==> src/qtl_pkg.sv <==
// shared types, constants and helpers for the two-level request queue
`timescale 1ns / 1ps
`default_nettype none

package qtl_pkg;

  localparam int QUEUE_DEPTH = 16;
  localparam int PTR_W       = $clog2(QUEUE_DEPTH);
  localparam int CNT_W       = $clog2(QUEUE_DEPTH + 1);

  localparam int ID_W    = 16;
  localparam int WCFG_W  = 20;
  localparam int WAIT_W  = 21;
  localparam int BATCH_W = 8;
  localparam int CFG_W   = 20;
  localparam int IDX_W   = 3;

  localparam logic [WAIT_W-1:0]  WAIT_CAP        = 21'd1310719;
  localparam logic [BATCH_W-1:0] BATCH_SAT       = 8'd255;
  localparam logic [WCFG_W-1:0]  RST_DEFAULT_WAIT = 20'd20000;
  localparam logic [WCFG_W-1:0]  RST_MIN_WAIT     = 20'd10000;
  localparam logic [WCFG_W-1:0]  RST_MAX_WAIT     = 20'd1000000;
  localparam logic [BATCH_W-1:0] RST_MIN_BATCH    = 8'd32;
  localparam logic [BATCH_W-1:0] RST_MAX_BATCH    = 8'd64;

  // request codes
  localparam logic [1:0] REQ_ENQUEUE  = 2'd0;
  localparam logic [1:0] REQ_POLL     = 2'd1;
  localparam logic [1:0] REQ_WAIT_END = 2'd2;
  localparam logic [1:0] REQ_SHUTDOWN = 2'd3;

  // result status codes
  localparam logic [2:0] STS_ACCEPTED  = 3'd0;
  localparam logic [2:0] STS_REJECTED  = 3'd1;
  localparam logic [2:0] STS_DELIVERED = 3'd2;
  localparam logic [2:0] STS_WAIT      = 3'd3;
  localparam logic [2:0] STS_FINISHED  = 3'd4;
  localparam logic [2:0] STS_SHUTDOWN  = 3'd5;

  // configuration register indexes
  localparam logic [IDX_W-1:0] REG_DEFAULT_WAIT = 3'd0;
  localparam logic [IDX_W-1:0] REG_MIN_WAIT     = 3'd1;
  localparam logic [IDX_W-1:0] REG_MAX_WAIT     = 3'd2;
  localparam logic [IDX_W-1:0] REG_MIN_BATCH    = 3'd3;
  localparam logic [IDX_W-1:0] REG_MAX_BATCH    = 3'd4;

  typedef enum logic [0:0] {
    ST_IDLE,
    ST_EXEC
  } state_t;

  typedef struct packed {
    logic             we;
    logic [PTR_W-1:0] waddr;
    logic [ID_W-1:0]  wdata;
    logic             re;
    logic [PTR_W-1:0] raddr;
  } ram_req_t;

  typedef struct packed {
    logic [2:0]        status;
    logic [ID_W-1:0]   out_id;
    logic              wake_worker;
    logic [WAIT_W-1:0] wait_time;
    logic              is_dormant;
  } result_t;

  function automatic logic [PTR_W-1:0] bump(input logic [PTR_W-1:0] p);
    bump = (p == PTR_W'(QUEUE_DEPTH - 1)) ? '0 : p + PTR_W'(1);
  endfunction

endpackage

`default_nettype wire

==> src/qtl_ram.sv <==
// handle store: one write and one registered read per cycle
`timescale 1ns / 1ps
`default_nettype none

module qtl_ram
  import qtl_pkg::*;
(
  input  wire logic            clk,
  input  wire ram_req_t        req,
  output logic [ID_W-1:0]      rdata
);

  logic [ID_W-1:0] mem [QUEUE_DEPTH];

  always_ff @(posedge clk) begin
    if (req.we) begin
      mem[req.waddr] <= req.wdata;
    end
  end

  always_ff @(posedge clk) begin
    if (req.re) begin
      rdata <= mem[req.raddr];
    end
  end

endmodule

`default_nettype wire

==> src/qtl_ctrl.sv <==
// sequencer: queue pointers, config registers and timeout tuning
`timescale 1ns / 1ps
`default_nettype none

module qtl_ctrl
  import qtl_pkg::*;
(
  input  wire logic               clk,
  input  wire logic               rst,
  input  wire logic               cfg_we,
  input  wire logic [IDX_W-1:0]   cfg_index,
  input  wire logic [CFG_W-1:0]   cfg_data,
  input  wire logic               in_valid,
  output logic                    in_stall,
  input  wire logic [1:0]         req_type,
  input  wire logic [ID_W-1:0]    req_id,
  input  wire logic               is_retry,
  input  wire logic               is_unbatched,
  input  wire logic               out_free,
  output logic                    res_load,
  output result_t                 res,
  output ram_req_t                retry_req,
  output ram_req_t                main_req,
  input  wire logic [ID_W-1:0]    retry_rdata,
  input  wire logic [ID_W-1:0]    main_rdata
);

  state_t state, state_next;
  logic   accept;

  logic [WCFG_W-1:0]  default_wait, min_wait, max_wait;
  logic [BATCH_W-1:0] min_batch, max_batch;

  logic [PTR_W-1:0]   retry_head, retry_tail, main_head, main_tail;
  logic [CNT_W-1:0]   retry_count, main_count;
  logic [WAIT_W-1:0]  wait_now;
  logic [BATCH_W-1:0] batch_count;
  logic               dormant_flag, alive_flag;

  // item held while it executes
  logic [1:0]         cur_type;
  logic [ID_W-1:0]    cur_id;
  logic               cur_retry, cur_unbatched;

  // next values
  logic [PTR_W-1:0]   retry_head_next, retry_tail_next, main_head_next, main_tail_next;
  logic [CNT_W-1:0]   retry_count_next, main_count_next;
  logic [WAIT_W-1:0]  wait_next;
  logic [BATCH_W-1:0] batch_next;
  logic               dormant_next, alive_next;
  logic               retry_we, main_we;

  logic               retry_full, main_full, have_retry, have_main, got;
  logic [BATCH_W-1:0] batch_inc;
  logic [WAIT_W:0]    grow_sum;
  logic [WAIT_W-1:0]  grown, shrink_diff, shrunk;

  always_ff @(posedge clk) begin
    if (rst) begin
      default_wait <= RST_DEFAULT_WAIT;
      min_wait     <= RST_MIN_WAIT;
      max_wait     <= RST_MAX_WAIT;
      min_batch    <= RST_MIN_BATCH;
      max_batch    <= RST_MAX_BATCH;
    end else if (cfg_we) begin
      unique case (cfg_index)
        REG_DEFAULT_WAIT: default_wait <= cfg_data;
        REG_MIN_WAIT:     min_wait     <= cfg_data;
        REG_MAX_WAIT:     max_wait     <= cfg_data;
        REG_MIN_BATCH:    min_batch    <= cfg_data[BATCH_W-1:0];
        REG_MAX_BATCH:    max_batch    <= cfg_data[BATCH_W-1:0];
        default: ;
      endcase
    end
  end

  // fsm
  always_comb begin
    state_next = state;
    unique case (state)
      ST_IDLE: if (in_valid) state_next = ST_EXEC;
      ST_EXEC: if (out_free) state_next = ST_IDLE;
      default: state_next = ST_IDLE;
    endcase
  end

  always_comb begin
    in_stall = (state != ST_IDLE);
    res_load = (state == ST_EXEC) && out_free;
  end

  assign accept = in_valid && !in_stall;

  always_ff @(posedge clk) begin
    if (rst) begin
      state <= ST_IDLE;
    end else begin
      state <= state_next;
    end
  end

  always_ff @(posedge clk) begin
    if (accept) begin
      cur_type      <= req_type;
      cur_id        <= req_id;
      cur_retry     <= is_retry;
      cur_unbatched <= is_unbatched;
    end
  end

  // both heads are read on accept so the data is ready for a pop
  always_comb begin
    retry_req.re    = accept;
    retry_req.raddr = retry_head;
    retry_req.we    = retry_we;
    retry_req.waddr = retry_tail;
    retry_req.wdata = cur_id;
    main_req.re     = accept;
    main_req.raddr  = main_head;
    main_req.we     = main_we;
    main_req.waddr  = main_tail;
    main_req.wdata  = cur_id;
  end

  // timeout tuning datapath
  always_comb begin
    grow_sum    = {1'b0, wait_now} + {3'b000, wait_now[WAIT_W-1:2]};
    grown       = (grow_sum > {1'b0, WAIT_CAP}) ? WAIT_CAP : grow_sum[WAIT_W-1:0];
    shrink_diff = wait_now - {2'b00, wait_now[WAIT_W-1:2]};
    shrunk      = (shrink_diff < {1'b0, min_wait}) ? {1'b0, min_wait} : shrink_diff;
  end

  always_comb begin
    retry_full = (retry_count == CNT_W'(QUEUE_DEPTH));
    main_full  = (main_count == CNT_W'(QUEUE_DEPTH));
    have_retry = (retry_count != '0);
    have_main  = (main_count != '0);
    got        = have_retry || have_main;
    batch_inc  = (batch_count == BATCH_SAT) ? batch_count : batch_count + BATCH_W'(1);

    retry_head_next  = retry_head;
    retry_tail_next  = retry_tail;
    retry_count_next = retry_count;
    main_head_next   = main_head;
    main_tail_next   = main_tail;
    main_count_next  = main_count;
    wait_next        = wait_now;
    batch_next       = batch_count;
    dormant_next     = dormant_flag;
    alive_next       = alive_flag;
    retry_we         = 1'b0;
    main_we          = 1'b0;

    res.status      = STS_REJECTED;
    res.out_id      = '0;
    res.wake_worker = 1'b0;

    unique case (cur_type)
      REQ_ENQUEUE: begin
        if (alive_flag && cur_retry && !retry_full) begin
          retry_we         = res_load;
          retry_tail_next  = bump(retry_tail);
          retry_count_next = retry_count + CNT_W'(1);
          res.status       = STS_ACCEPTED;
        end else if (alive_flag && !cur_retry && !main_full) begin
          main_we          = res_load;
          main_tail_next   = bump(main_tail);
          main_count_next  = main_count + CNT_W'(1);
          res.status       = STS_ACCEPTED;
        end
        res.wake_worker = (res.status == STS_ACCEPTED) && (dormant_flag || cur_unbatched);
      end
      REQ_SHUTDOWN: begin
        alive_next = 1'b0;
        res.status = STS_SHUTDOWN;
      end
      REQ_POLL, REQ_WAIT_END: begin
        if (have_retry) begin
          res.out_id       = retry_rdata;
          retry_head_next  = bump(retry_head);
          retry_count_next = retry_count - CNT_W'(1);
        end else if (have_main) begin
          res.out_id      = main_rdata;
          main_head_next  = bump(main_head);
          main_count_next = main_count - CNT_W'(1);
        end
        if (got) begin
          res.status = STS_DELIVERED;
          batch_next = batch_inc;
        end else if (!alive_flag) begin
          res.status = STS_FINISHED;
        end else begin
          res.status = STS_WAIT;
        end
        if (res.status != STS_FINISHED) begin
          if (dormant_flag) begin
            if (got || cur_type == REQ_WAIT_END) begin
              dormant_next = 1'b0;
              wait_next    = {1'b0, default_wait};
            end
          end else if (cur_type == REQ_WAIT_END) begin
            // tuning sees the count after this pop
            if (batch_next < min_batch) begin
              wait_next    = grown;
              dormant_next = (grown >= {1'b0, max_wait});
            end else if (batch_next > max_batch) begin
              wait_next = shrunk;
            end
            batch_next = '0;
          end
        end
      end
      default: ;
    endcase

    res.wait_time  = wait_next;
    res.is_dormant = dormant_next;
  end

  always_ff @(posedge clk) begin
    if (rst) begin
      retry_head   <= '0;
      retry_tail   <= '0;
      retry_count  <= '0;
      main_head    <= '0;
      main_tail    <= '0;
      main_count   <= '0;
      wait_now     <= {1'b0, RST_DEFAULT_WAIT};
      batch_count  <= '0;
      dormant_flag <= 1'b0;
      alive_flag   <= 1'b1;
    end else if (res_load) begin
      retry_head   <= retry_head_next;
      retry_tail   <= retry_tail_next;
      retry_count  <= retry_count_next;
      main_head    <= main_head_next;
      main_tail    <= main_tail_next;
      main_count   <= main_count_next;
      wait_now     <= wait_next;
      batch_count  <= batch_next;
      dormant_flag <= dormant_next;
      alive_flag   <= alive_next;
    end
  end

endmodule

`default_nettype wire

==> src/two_level_queue_adaptive_wait.sv <==
// top level: two handle stores, sequencer and output register
//
//  channel | direction | handshake           | payload
//  --------+-----------+---------------------+------------------------------------------
//  cfg     | in        | cfg_we              | cfg_index, cfg_data
//  in      | in        | in_valid / in_stall | req_type, req_id, is_retry, is_unbatched
//  out     | out       | out_valid/out_stall | status, out_id, wake_worker, wait_time,
//          |           |                     | is_dormant
//
// each item first does the registered read of both store heads, then updates
// pointers and timeout and loads the output register.
// the result register frees the sequencer, so a new item is taken while a result waits;
// a result that cannot leave holds the sequencer in its update cycle.
// synchronous reset clears pointers, counts and flags; store contents stay undefined.
`timescale 1ns / 1ps
`default_nettype none

module two_level_queue_adaptive_wait
  import qtl_pkg::*;
(
  input  wire logic              clk,
  input  wire logic              rst,
  input  wire logic              cfg_we,
  input  wire logic [IDX_W-1:0]  cfg_index,
  input  wire logic [CFG_W-1:0]  cfg_data,
  input  wire logic              in_valid,
  output logic                   in_stall,
  input  wire logic [1:0]        req_type,
  input  wire logic [ID_W-1:0]   req_id,
  input  wire logic              is_retry,
  input  wire logic              is_unbatched,
  output logic                   out_valid,
  input  wire logic              out_stall,
  output logic [2:0]             status,
  output logic [ID_W-1:0]        out_id,
  output logic                   wake_worker,
  output logic [WAIT_W-1:0]      wait_time,
  output logic                   is_dormant
);

  ram_req_t        retry_req, main_req;
  logic [ID_W-1:0] retry_rdata, main_rdata;
  logic            out_free, res_load;
  result_t         res;

  assign out_free = !out_valid || !out_stall;

  qtl_ram u_retry_ram (
    .clk   (clk),
    .req   (retry_req),
    .rdata (retry_rdata)
  );

  qtl_ram u_main_ram (
    .clk   (clk),
    .req   (main_req),
    .rdata (main_rdata)
  );

  qtl_ctrl u_ctrl (
    .clk          (clk),
    .rst          (rst),
    .cfg_we       (cfg_we),
    .cfg_index    (cfg_index),
    .cfg_data     (cfg_data),
    .in_valid     (in_valid),
    .in_stall     (in_stall),
    .req_type     (req_type),
    .req_id       (req_id),
    .is_retry     (is_retry),
    .is_unbatched (is_unbatched),
    .out_free     (out_free),
    .res_load     (res_load),
    .res          (res),
    .retry_req    (retry_req),
    .main_req     (main_req),
    .retry_rdata  (retry_rdata),
    .main_rdata   (main_rdata)
  );

  always_ff @(posedge clk) begin
    if (rst) begin
      out_valid <= 1'b0;
    end else if (res_load) begin
      out_valid <= 1'b1;
    end else if (!out_stall) begin
      out_valid <= 1'b0;
    end
  end

  always_ff @(posedge clk) begin
    if (res_load) begin
      status      <= res.status;
      out_id      <= res.out_id;
      wake_worker <= res.wake_worker;
      wait_time   <= res.wait_time;
      is_dormant  <= res.is_dormant;
    end
  end

endmodule

`default_nettype wire

==> config.mk <==
export PLATFORM = sky130hd
export DESIGN_NAME = two_level_queue_adaptive_wait
export DESIGN_NICKNAME = d
export VERILOG_FILES = /design/src/qtl_pkg.sv /design/src/qtl_ram.sv /design/src/qtl_ctrl.sv /design/src/two_level_queue_adaptive_wait.sv
export SDC_FILE = /design/constraint.sdc
export NUM_CORES = 1
export LEC_CHECK = 0
export ABC_CLOCK_PERIOD_IN_PS = 5700
export CAP_MARGIN = 10
export CORE_MARGIN = 2
export CORE_UTILIZATION = 50
export CTS_BUF_LIST = sky130_fd_sc_hd__clkbuf_4
export DETAILED_ROUTE_END_ITERATION = 7
export DONT_BUFFER_PORTS = 1
export SKIP_CTS_REPAIR_TIMING = 1
export SYNTH_ARGS = -nofsm -noshare
export SYNTH_HDL_FRONTEND = slang
export SYNTH_SLANG_ARGS = --single-unit
==> constraint.sdc <==
create_clock -name clk -period 5.7 [get_ports clk]
set_input_delay 0.855 -clock clk [delete_from_list [all_inputs] [get_ports clk]]
set_output_delay 0.855 -clock clk [all_outputs]
set_load 0.005 [all_outputs]
# Yosys cells after proc, flatten, opt, wreduce, memory -nomap -nowiden
# Memory sizes are Yosys's and may differ from the RTL's. A register that Yosys moved wholly into a read port is not among the register bits.
# Cells that the tools add are included.
# classes
add_sub_neg	11
order_cmp	5
n_eq_ne	22
muxes	56
bitwise_logic	3
reduce_logical	37
# op_table
operator	count
21-bit 2-to-1 mux	9
8-bit 2-to-1 mux	6
16-bit 2-to-1 mux	2
5-bit 2-to-1 mux	6
21-bit by 19-bit adder with 22-bit output	1
22-bit by 21-bit > comparator with 1-bit output (second input constant)	1
21-bit by 20-bit >= comparator with 1-bit output	1
21-bit by 20-bit less-than comparator with 1-bit output	1
21-bit by 19-bit subtractor with 21-bit output	1
1-bit 2-to-1 mux	20
5-bit one-hot mux with 2 select lines	2
4-bit by 1-bit adder with 4-bit output (second input constant)	4
4-bit equality test (second input constant)	4
4-bit 2-to-1 mux	4
3-bit 2-to-1 mux	5
2-bit AND reduction	7
4-bit AND reduction	3
5-bit by 1-bit adder with 5-bit output (second input constant)	2
5-bit equality test (second input constant)	2
2-bit by 1-bit inequality test with 1-bit output (second input constant)	5
5-bit nonzero test	2
5-bit by 1-bit subtractor with 5-bit output (second input constant)	2
3-bit one-hot mux with 3 select lines	1
8-bit by 1-bit adder with 8-bit output (second input constant)	1
21 further kinds	42
# totals
ff_bits	197
mem_bits_rw	512
in_bits	48
out_inout_bits	44
elab_cells	162
memories	2
# mem_list
name	depth	word_bits	read_ports	rd_ports_with_merged_regs	wr	line_no	source
u_main_ram.mem	16	16	1	1	1	qtl_ram.sv:13	logic [ID_W-1:0] mem [QUEUE_DEPTH];
u_retry_ram.mem	16	16	1	1	1	qtl_ram.sv:13	

# Longest topological paths before layout
# Gate-level depths: netlist of run 1.
# depth
word_depth	11
ltp_mapped	21
ltp_nobuf	20

# Cells and area by module
# Synthesis of run 1 repeated with hierarchy kept, for this count alone.
# hier_totals
cells_unflattened	2449
hier_area_um2	33408.3
# modules_own_cells
mod	n_inst	cells_each	area_each_um2	seq_area_each_um2
qtl_ram	2	432	10202.3	8167.8
qtl_ctrl	1	1539	11710.0	3283.1
two_level_queue_adaptive_wait	1	46	1293.7	1281.2

# Worst setup path after synthesis of run 1
# No wires, ideal clock.
# synth_path
path_type	input -> register
start	input out_stall
end	memory u_main_ram.mem[3][0] (enable)
setup_ns	0.409
t_arrival_ns	4.336
required_time_ns	5.291
slack_ns	0.955
cell_stages	8
n_path_buf	2
cell_sequence	nand2_1 -> nand2_1 -> inv_1 -> clkbuf_1 -> and3_1 -> clkbuf_1 -> nand2_1 -> nor3_1
# synth_via
elab_chain_cells	8
# synth_rtl
element	line_no	source
from (decl)	two_level_queue_adaptive_wait.sv:33	input wire logic out_stall,
1-bit logical NOT	n/a	
1-bit logical OR	two_level_queue_adaptive_wait.sv:46	assign out_free = !out_valid || !out_stall;
1-bit logical AND	qtl_ctrl.sv:89	res_load = (state == ST_EXEC) && out_free;
via res_load	two_level_queue_adaptive_wait.sv:43	logic out_free, res_load;
1-bit 2-to-1 mux	qtl_ctrl.sv:165	end else if (alive_flag && !cur_retry && !main_full) begin
1-bit 2-to-1 mux	qtl_ctrl.sv:160	if (alive_flag && cur_retry && !retry_full) begin
1-bit 2-to-1 mux	qtl_ctrl.sv:158	unique case (cur_type)
1-bit 2-to-1 mux	qtl_ram.sv:16	if (req.we) begin
1-bit 2-to-1 mux (not written as such)	qtl_ram.sv:17	mem[req.waddr] <= req.wdata;
to (decl)	qtl_ram.sv:13	
# The timed path passes the listed nets, and every way through them passes these cells.

# Worst setup path after layout of run 1
# layout_path
start	register u_ctrl.wait_now[7]
end	register u_ctrl.wait_now[4]
# layout_via
elab_chain_cells	9
word_cells_on_any_way	12
classes_between	2 x add/sub; 2 x order compare; 8 x mux
# layout_rtl
element	line_no	source
from (decl)	qtl_ctrl.sv:36	logic [WAIT_W-1:0] wait_now;
from (signal assigned)	qtl_ctrl.sv:228	wait_now <= {1'b0, RST_DEFAULT_WAIT};
from (signal assigned)	qtl_ctrl.sv:239	wait_now <= wait_next;
21-bit by 19-bit subtractor with 21-bit output	qtl_ctrl.sv:129	shrink_diff = wait_now - {2'b00, wait_now[WAIT_W-1:2]};
21-bit by 20-bit less-than comparator with 1-bit output	qtl_ctrl.sv:130	shrunk = (shrink_diff < {1'b0, min_wait}) ? {1'b0, min_wait} : shrink_diff;
21-bit 2-to-1 mux	qtl_ctrl.sv:130	
21-bit 2-to-1 mux	qtl_ctrl.sv:206	end else if (batch_next > max_batch) begin
21-bit 2-to-1 mux *	qtl_ctrl.sv:203	if (batch_next < min_batch) begin
21-bit 2-to-1 mux *	qtl_ctrl.sv:201	end else if (cur_type == REQ_WAIT_END) begin
21-bit 2-to-1 mux *	qtl_ctrl.sv:196	if (dormant_flag) begin
21-bit 2-to-1 mux *	qtl_ctrl.sv:195	if (res.status != STS_FINISHED) begin
21-bit 2-to-1 mux *	qtl_ctrl.sv:158	
# Every way passes the cells marked *; elsewhere a longest branch is shown, timed or not.
# A chain may end at the register's enable or synchronous reset.

==> metrics.md, run 1 <==
| Metric | Value |
|---|---|
| Count of flip-flops with a built-in enable after synthesis | 606 |
| Share of final-layout standard cells stronger than drive strength 1 | 0.2347 |
| Leading cell types by total area after synthesis | edfxtp_1 55%, mux4_2 11%, dfxtp_1 8.2%, ha_1 4.3%, nand2_1 2.3% |
| Worst setup path category | register to register |
| Hold Path Cell Cnt | 2 |
| Die Footprint | 0.06795 sq mm |
| Worst slew slack as a fraction of its limit | 0.09877 |
| Fraction of post-synthesis cell area in the top cell type by area | 0.5524 |
| Start point of the worst min-delay path | rst |
| Reg-to-reg critical path endpoint | u_ctrl.wait_now[4] |
| Post-layout net count | 2657 |
| Cell Area, Synth | 0.03294 sq mm |
| Final hold viol count | 0 |
| First-pass GRT wire length | 130300 um |
| Standard cell area after detailed placement | 0.03422 sq mm |
| Overflow after GRT | 0 |
| Min-Delay Path Class | input port to register |
| Placed wire-length estimate | 57700 um |
| Clock Tree Buf Depth | 3 |
| Antenna violations before repair | 6 |
| Post-synthesis cell type with the largest combined area | edfxtp_1 |
| Overall Power | 0.01181 W |
| Least-Margin Pin Slew | 1352 ps |
| Endpoint kind of the worst setup timing path | register |
| PD cells | 317.3 mW/mm^2 |
| Yosys warnings | 0 |
| Clock insertion delay at the later pin of the skew report | 1060 ps |
| Syn Nets | 2458 |
| Maximum frequency from static timing analysis | 189.0 MHz |
| Unrepaired setup endpoints after global routing | false |
| Share of async-settable or async-resettable flops after synthesis | 0 |
| Number of I/O pins | 92 |
| Detailed Routing Iterations Pass 1 | 7 |
| Vias | 20840 |
| Layout-stage area growth over the synthesis result | 12.95% |
| Buffer type at the clock tree root | clkbuf_4 |
| Area of the multi-input gates | 0.01128 sq mm |
| Unique cell type count in the Yosys netlist | 81 |
| Core Area | 0.06551 sq mm |
| Proportion of synthesized chip area in sequential cells | 0.6345 |
| Detailed Route WL | 89610 um |
| Effective utilization at floorplan | 0.5028 |
| Die Span Y | 260.7 um |
| Clock transition at the registers of the reported paths | 70 ps |
| Synthesis-stage register bit count | 741 |
| Avg WL per Cell | 25.56 um |
| Final cycle utilization of the critical path | 0.9285 |
| Required @ worst endpoint | 6540 ps |
| Global Route Usage Sum | 0.2663 |
| Min Clock Period, post-route | 5292 ps |
| Slew Limit Fails | 0 |
| Setup-violating endpoint count in the final report | 0 |
| Result of the run | completed |
| Placement Setup Slack | 13.76 ps |
| Std cell rows | 94 |
| Startpoint kind of the worst setup timing path | register |
| Synthesized instance count | 2293 |
| Number of buffers inserted during clock tree synthesis | 191 |
| Worst-path maximum fanout | 10 |
| Filler Cells Inserted | 5290 |
| Maximum number of pins on one net before global-route repair | 126 |
| DRC violations left | 0 |
| Path depth of the worst reg2reg path | 19 |
| Register area | 0.02091 sq mm |
| Top post-synthesis cells by count | 606 x edfxtp_1, 203 x nand2_1, 160 x mux4_2 |
| Worst flop-to-flop path startpoint | u_ctrl.wait_now[7] |
| Final antenna-violating net count | 0 |
| Worst Hold Path EP | u_ctrl.dormant_flag |
| Initial detailed-routing violation count | 1744 |
| Critical path data arrival time | 6130 ps |
| Die W | 260.7 um |
| Fin worst setup slack | 407.8 ps |
| Average cell area after synthesis | 14.37 sq um |
| R2R setup slack | 410 ps |
| Leakage Power | 12.63 nW |
| Most numerous cell in the Yosys netlist | edfxtp_1 |
| Placer's final routability congestion estimate | 0.9559 |
| Max Clock Skew | 70.59 ps |
| Via count normalized by instance count | 5.943 |
| Count of buffers inserted at the top-level ports | 0 |
| Summed area of non-filler cells in the final layout | 0.03721 sq mm |
| Number of global-route vias before repair | 20500 |
| Number of max-capacitance violations reported | 0 |
| CTS tree | done |
| Peak supply drop | 0.2454 mV |
| Most common flop cell mapped by yosys | edfxtp_1 |
| Number of H-tree levels | 4 |
| Sink count of the clock tree | 741 |
## critical path: stages, from the launching register on
cell and delay [ps]:
dfxtp_1 440, inv_1 90, ha_1 430, nand4_1 150
and3_1 180, a21oi_1 130, o211ai_1 330, a21oi_1 170
or4_1 490, o22ai_1 270, ha_1 190, nand3_1 90
or3_1 430, a2111oi_2 460, a211o_2 260, nor2_1 70
buf_4 200, a21oi_1 140, o22ai_1 120, o31ai_1 490
## registers in the layout, summed over array words and instances (netlist names), 5 cells and up
name / count
u_ctrl.max_batch: 8
u_retry_ram.mem: 256
u_retry_ram.rdata: 16
u_ctrl.min_batch: 8
u_main_ram.mem: 256
u_ctrl.retry_count: 5
u_ctrl.max_wait: 20
out_id: 16
u_ctrl.default_wait: 20
u_ctrl.wait_now: 21
u_ctrl.batch_count: 8
u_ctrl.min_wait: 20
u_ctrl.cur_id: 16
u_ctrl.main_count: 5
wait_time: 21
u_main_ram.rdata: 16
## metal layers
layer	GRT usage	up-vias	wire, um
met5	0	-	0
met4	0.1433	0	4321
met3	0.05478	210	5414
met2	0.4369	811	44150
met1	0.3337	10490	35730
li1	-	9324	-
## cells by family after synthesis
| logic type | Yosys count | synth area share |
|---|---|---|
| AOI/OAI and AO/OA | 431 | 0.08607 |
| xor gates and xnor gates | 53 | 0.01409 |
| adders and majority gates | 117 | 0.04535 |
| buffers and inverters | 224 | 0.02723 |
| DFF | 741 | 0.6345 |
| muxes | 177 | 0.1147 |
| and+or+nand+nor | 550 | 0.07809 |
## how the worst max path moves through the flow
stage,startpoint,end,slack [ps]
global placement,u_ctrl.wait_now[8],u_ctrl.wait_now[10],120
finish,u_ctrl.wait_now[7],u_ctrl.wait_now[4],410
global route,u_ctrl.wait_now[7],wait_time[14],20
detailed placement,u_ctrl.wait_now[8],u_ctrl.wait_now[10],10
floorplan,out_stall,u_main_ram.mem[3][0],960
CTS,u_ctrl.wait_now[8],u_ctrl.wait_now[10],-30
## placed cells by master, fill, tap and decap left out, types with 9 or more instances in the layout
cell type | Yosys | layout
nor3_1 | 31 | 23
buf_4 | 2 | 78
nand2b_1 | 17 | 17
dfxtp_1 | 135 | 130
ha_1 | 113 | 113
a21oi_1 | 147 | 147
nor2b_1 | 36 | 35
nor3_2 | 1 | 9
nand2_1 | 203 | 202
nand3b_1 | 11 | 11
a211o_1 | 17 | 16
clkbuf_4 | 0 | 280
nor2_1 | 146 | 121
and3_1 | 11 | 11
a21o_1 | 24 | 24
nor2_2 | 0 | 24
diode_2 | 0 | 9
mux4_2 | 160 | 160
edfxtp_1 | 606 | 606
dlygate4sd3_1 | 0 | 44
mux2i_1 | 13 | 13
xnor2_1 | 40 | 40
o31ai_1 | 24 | 22
xor2_1 | 13 | 13
nand3_1 | 30 | 30
a31oi_1 | 15 | 15
o22ai_1 | 14 | 14
clkinv_1 | 1 | 38
a22oi_1 | 42 | 42
nand4_1 | 10 | 10
inv_1 | 106 | 105
o21ai_0 | 47 | 47
a211oi_1 | 11 | 11
or2_2 | 15 | 15
## where the power goes
| group | internal (W) | switching [W] |
|---|---|---|
| combinational | 0.000440 | 0.000738 |
| sequential | 0.00595 | 0.000137 |
| clock | 0.00236 | 0.00218 |
| total | 0.00876 | 0.00305 |
## stage by stage
| stage | setup TNS, ps | util | hold WS (ps) | cells |
|---|---|---|---|---|
| 2_1_floorplan | 0 | - | 436.0 | 2293 |
| 3_3_place_gp | 0 | 0.5224 | 440.7 | 3116 |
| 3_5_place_dp | 0 | 0.5224 | 444.7 | 3116 |
| 4_1_cts | -42.36 | 0.5599 | -183.3 | 3450 |
| 5_1_grt | 0 | 0.5678 | 8.616 | 3501 |
| 6_report | 0 | 0.5680 | 32.42 | 3506 |
## cell type report
| class | count | share of cell area |
|---|---|---|
| Clock inverter | 54 | 0.009517 |
| Sequential cell | 741 | 0.5620 |
| Timing Repair Buffer | 123 | 0.02831 |
| Inverter | 107 | 0.01079 |
| Multi-Input combinational cell | 1328 | 0.3032 |
| Tap cell | 864 | 0.02905 |
| Clock buffer | 280 | 0.05650 |
| Antenna cell | 9 | 0.0006053 |
(Power assumes the default switching activity.)
==> inputs of run 2 (changes only) <==
--- a/config.mk
+++ b/config.mk
@@ -7,7 +7,6 @@
 export LEC_CHECK = 0
 export ABC_CLOCK_PERIOD_IN_PS = 5700
 export CAP_MARGIN = 10
-export CORE_MARGIN = 2
 export CORE_UTILIZATION = 50
 export CTS_BUF_LIST = sky130_fd_sc_hd__clkbuf_4
 export DETAILED_ROUTE_END_ITERATION = 7
==> run 2 against run 1 <==
Compared with the run above:
- first-iteration DRC count rose by 11%
- flip-flop and latch count did not move
- cell area fell by 0.14%
- die area fell by 1.5%
- clock-buffer cell count rose by 2
- largest cell class unchanged
==> metrics.md, run 2 (same netlist as run 1, synthesis figures left out) <==
| Metric | Value |
|---|---|
| Result of the run | completed |
| Clock insertion delay at the later pin of the skew report | 1040 ps |
| Sum Neg Setup Slack | 0 ps |
| Detailed Route WL | 88250 um |
| Number of global-route vias before repair | 20660 |
| PD cells | 316.9 mW/mm^2 |
| Final cycle utilization of the critical path | 0.9409 |
| Count of buffers inserted at the top-level ports | 0 |
| Final antenna-violating net count | 0 |
| Number of I/O pins | 92 |
| Commonest non-fill, non-tap cells in the layout | 606 x edfxtp_1, 282 x clkbuf_4, 203 x nand2_1 |
| DRC violations left | 0 |
| Startpoint kind of the worst setup timing path | register |
| Placer's final routability congestion estimate | 0.9614 |
| Core Area | 0.06481 sq mm |
| Most common cell after layout, fill and taps aside | edfxtp_1 |
| Largest registers | u_main_ram.mem x256, u_retry_ram.mem x256 |
| Std cell rows | 93 |
| Die W | 258.7 um |
| Placement Setup Slack | 376.5 ps |
| CTS tree | done |
| Initial detailed-routing violation count | 1935 |
| Vias | 20950 |
| Die Footprint | 0.06691 sq mm |
| Via count normalized by instance count | 5.998 |
| Clock transition at the registers of the reported paths | 60 ps |
| Final hold viol count | 0 |
| Required @ worst endpoint | 6450 ps |
| Detailed Routing Iterations Pass 1 | 5 |
| Slew Limit Fails | 0 |
| Number of buffers inserted during clock tree synthesis | 192 |
| Global Route Usage Sum | 0.2670 |
| Fin worst setup slack | 336.7 ps |
| Worst slew slack as a fraction of its limit | 0.2394 |
| Maximum frequency from static timing analysis | 186.5 MHz |
| Worst-path maximum fanout | 15 |
| Effective utilization at floorplan | 0.5083 |
| Endpoint kind of the worst setup timing path | register |
| Min Clock Period, post-route | 5363 ps |
| Maximum number of pins on one net before global-route repair | 126 |
| Post-layout net count | 2655 |
| Number of H-tree levels | 4 |
| Layout-stage area growth over the synthesis result | 12.79% |
| Critical path data arrival time | 6120 ps |
| Leakage Power | 12.61 nW |
| Avg WL per Cell | 25.26 um |
| Peak supply drop | 0.2180 mV |
| Least-Margin Pin Slew | 1137 ps |
| Antenna violations before repair | 8 |
| Buffer type at the clock tree root | clkbuf_4 |
| Worst setup path category | register to register |
| Max Clock Skew | 85.60 ps |
| Placed wire-length estimate | 56600 um |
| Clock Tree Buf Depth | 3 |
| Number of max-capacitance violations reported | 0 |
| Overall Power | 0.01177 W |
| Share of final-layout standard cells stronger than drive strength 1 | 0.2345 |
| First-pass GRT wire length | 129900 um |
| R2R setup slack | 340 ps |
| Die Span Y | 258.7 um |
| Setup-violating endpoint count in the final report | 0 |
| Min-Delay Path Class | input port to register |
| Overflow after GRT | 0 |
| Sink count of the clock tree | 741 |
## run 2: path summary, 6_finish.rpt
kind | from | endpoint | cells after the start
setup reg to reg | u_ctrl.wait_now[15] | is_dormant | 21
hold reg to reg | u_ctrl.max_batch[7] | u_ctrl.max_batch[7] | 2
hold / removal | rst | u_ctrl.wait_now[18] | 3
setup / recovery | u_ctrl.wait_now[15] | is_dormant | 21
## run 2: where the power goes
group / leakage (nW) / total, W / internal [W] / switching, W
Sequential: 6.60 / 0.00609 / 0.00595 / 0.000138
Clock: 1.45 / 0.00453 / 0.00236 / 0.00216
Combinational: 4.57 / 0.00116 / 0.000439 / 0.000717
Total: 12.6 / 0.0118 / 0.00876 / 0.00302
## run 2: stage by stage
stage,instances,hold slack [ps],utilization,instance area (sq um)
6_report,3493,74.17,0.5733,37160
5_1_grt,3490,4.078,0.5732,37150
4_1_cts,3435,-196.2,0.5651,36620
3_5_place_dp,3104,444.9,0.5275,34190
3_3_place_gp,3104,440.7,0.5275,34190
2_1_floorplan,2293,436.0,-,32940
## run 2: layer usage
metal  wire, um  track usage  vias up
li1           -            -     9351
met1      35220       0.3387    10570
met2      43850       0.4398      840
met3       5909      0.05878      189
met4       3249       0.1211        4
met5         20            0        -
## run 2: layout make-up
type	count	area, sq um
fill	5212	27660
timing repair buffer	120	1031
clock inverter	49	317.8
inverter	107	401.6
tap	855	1070
antenna	11	27.53
clock buffer	282	2117
multi-input combinational	1328	11280
sequential	741	20910
## run 2: worst max-delay path: stages (launching register included)
cell	delay, ps
dfxtp_1	570
inv_1	90
ha_1	420
or4_4	580
nand3b_1	190
a211oi_2	300
o311ai_1	140
and3_1	240
o32ai_2	210
nor2b_1	310
buf_4	250
nand2b_1	80
ha_1	290
nor2b_1	130
o21ai_0	140
a21boi_0	100
o21ai_0	150
a21oi_1	100
o31ai_1	310
a31oi_1	180
nor3b_1	220
o21ai_0	100
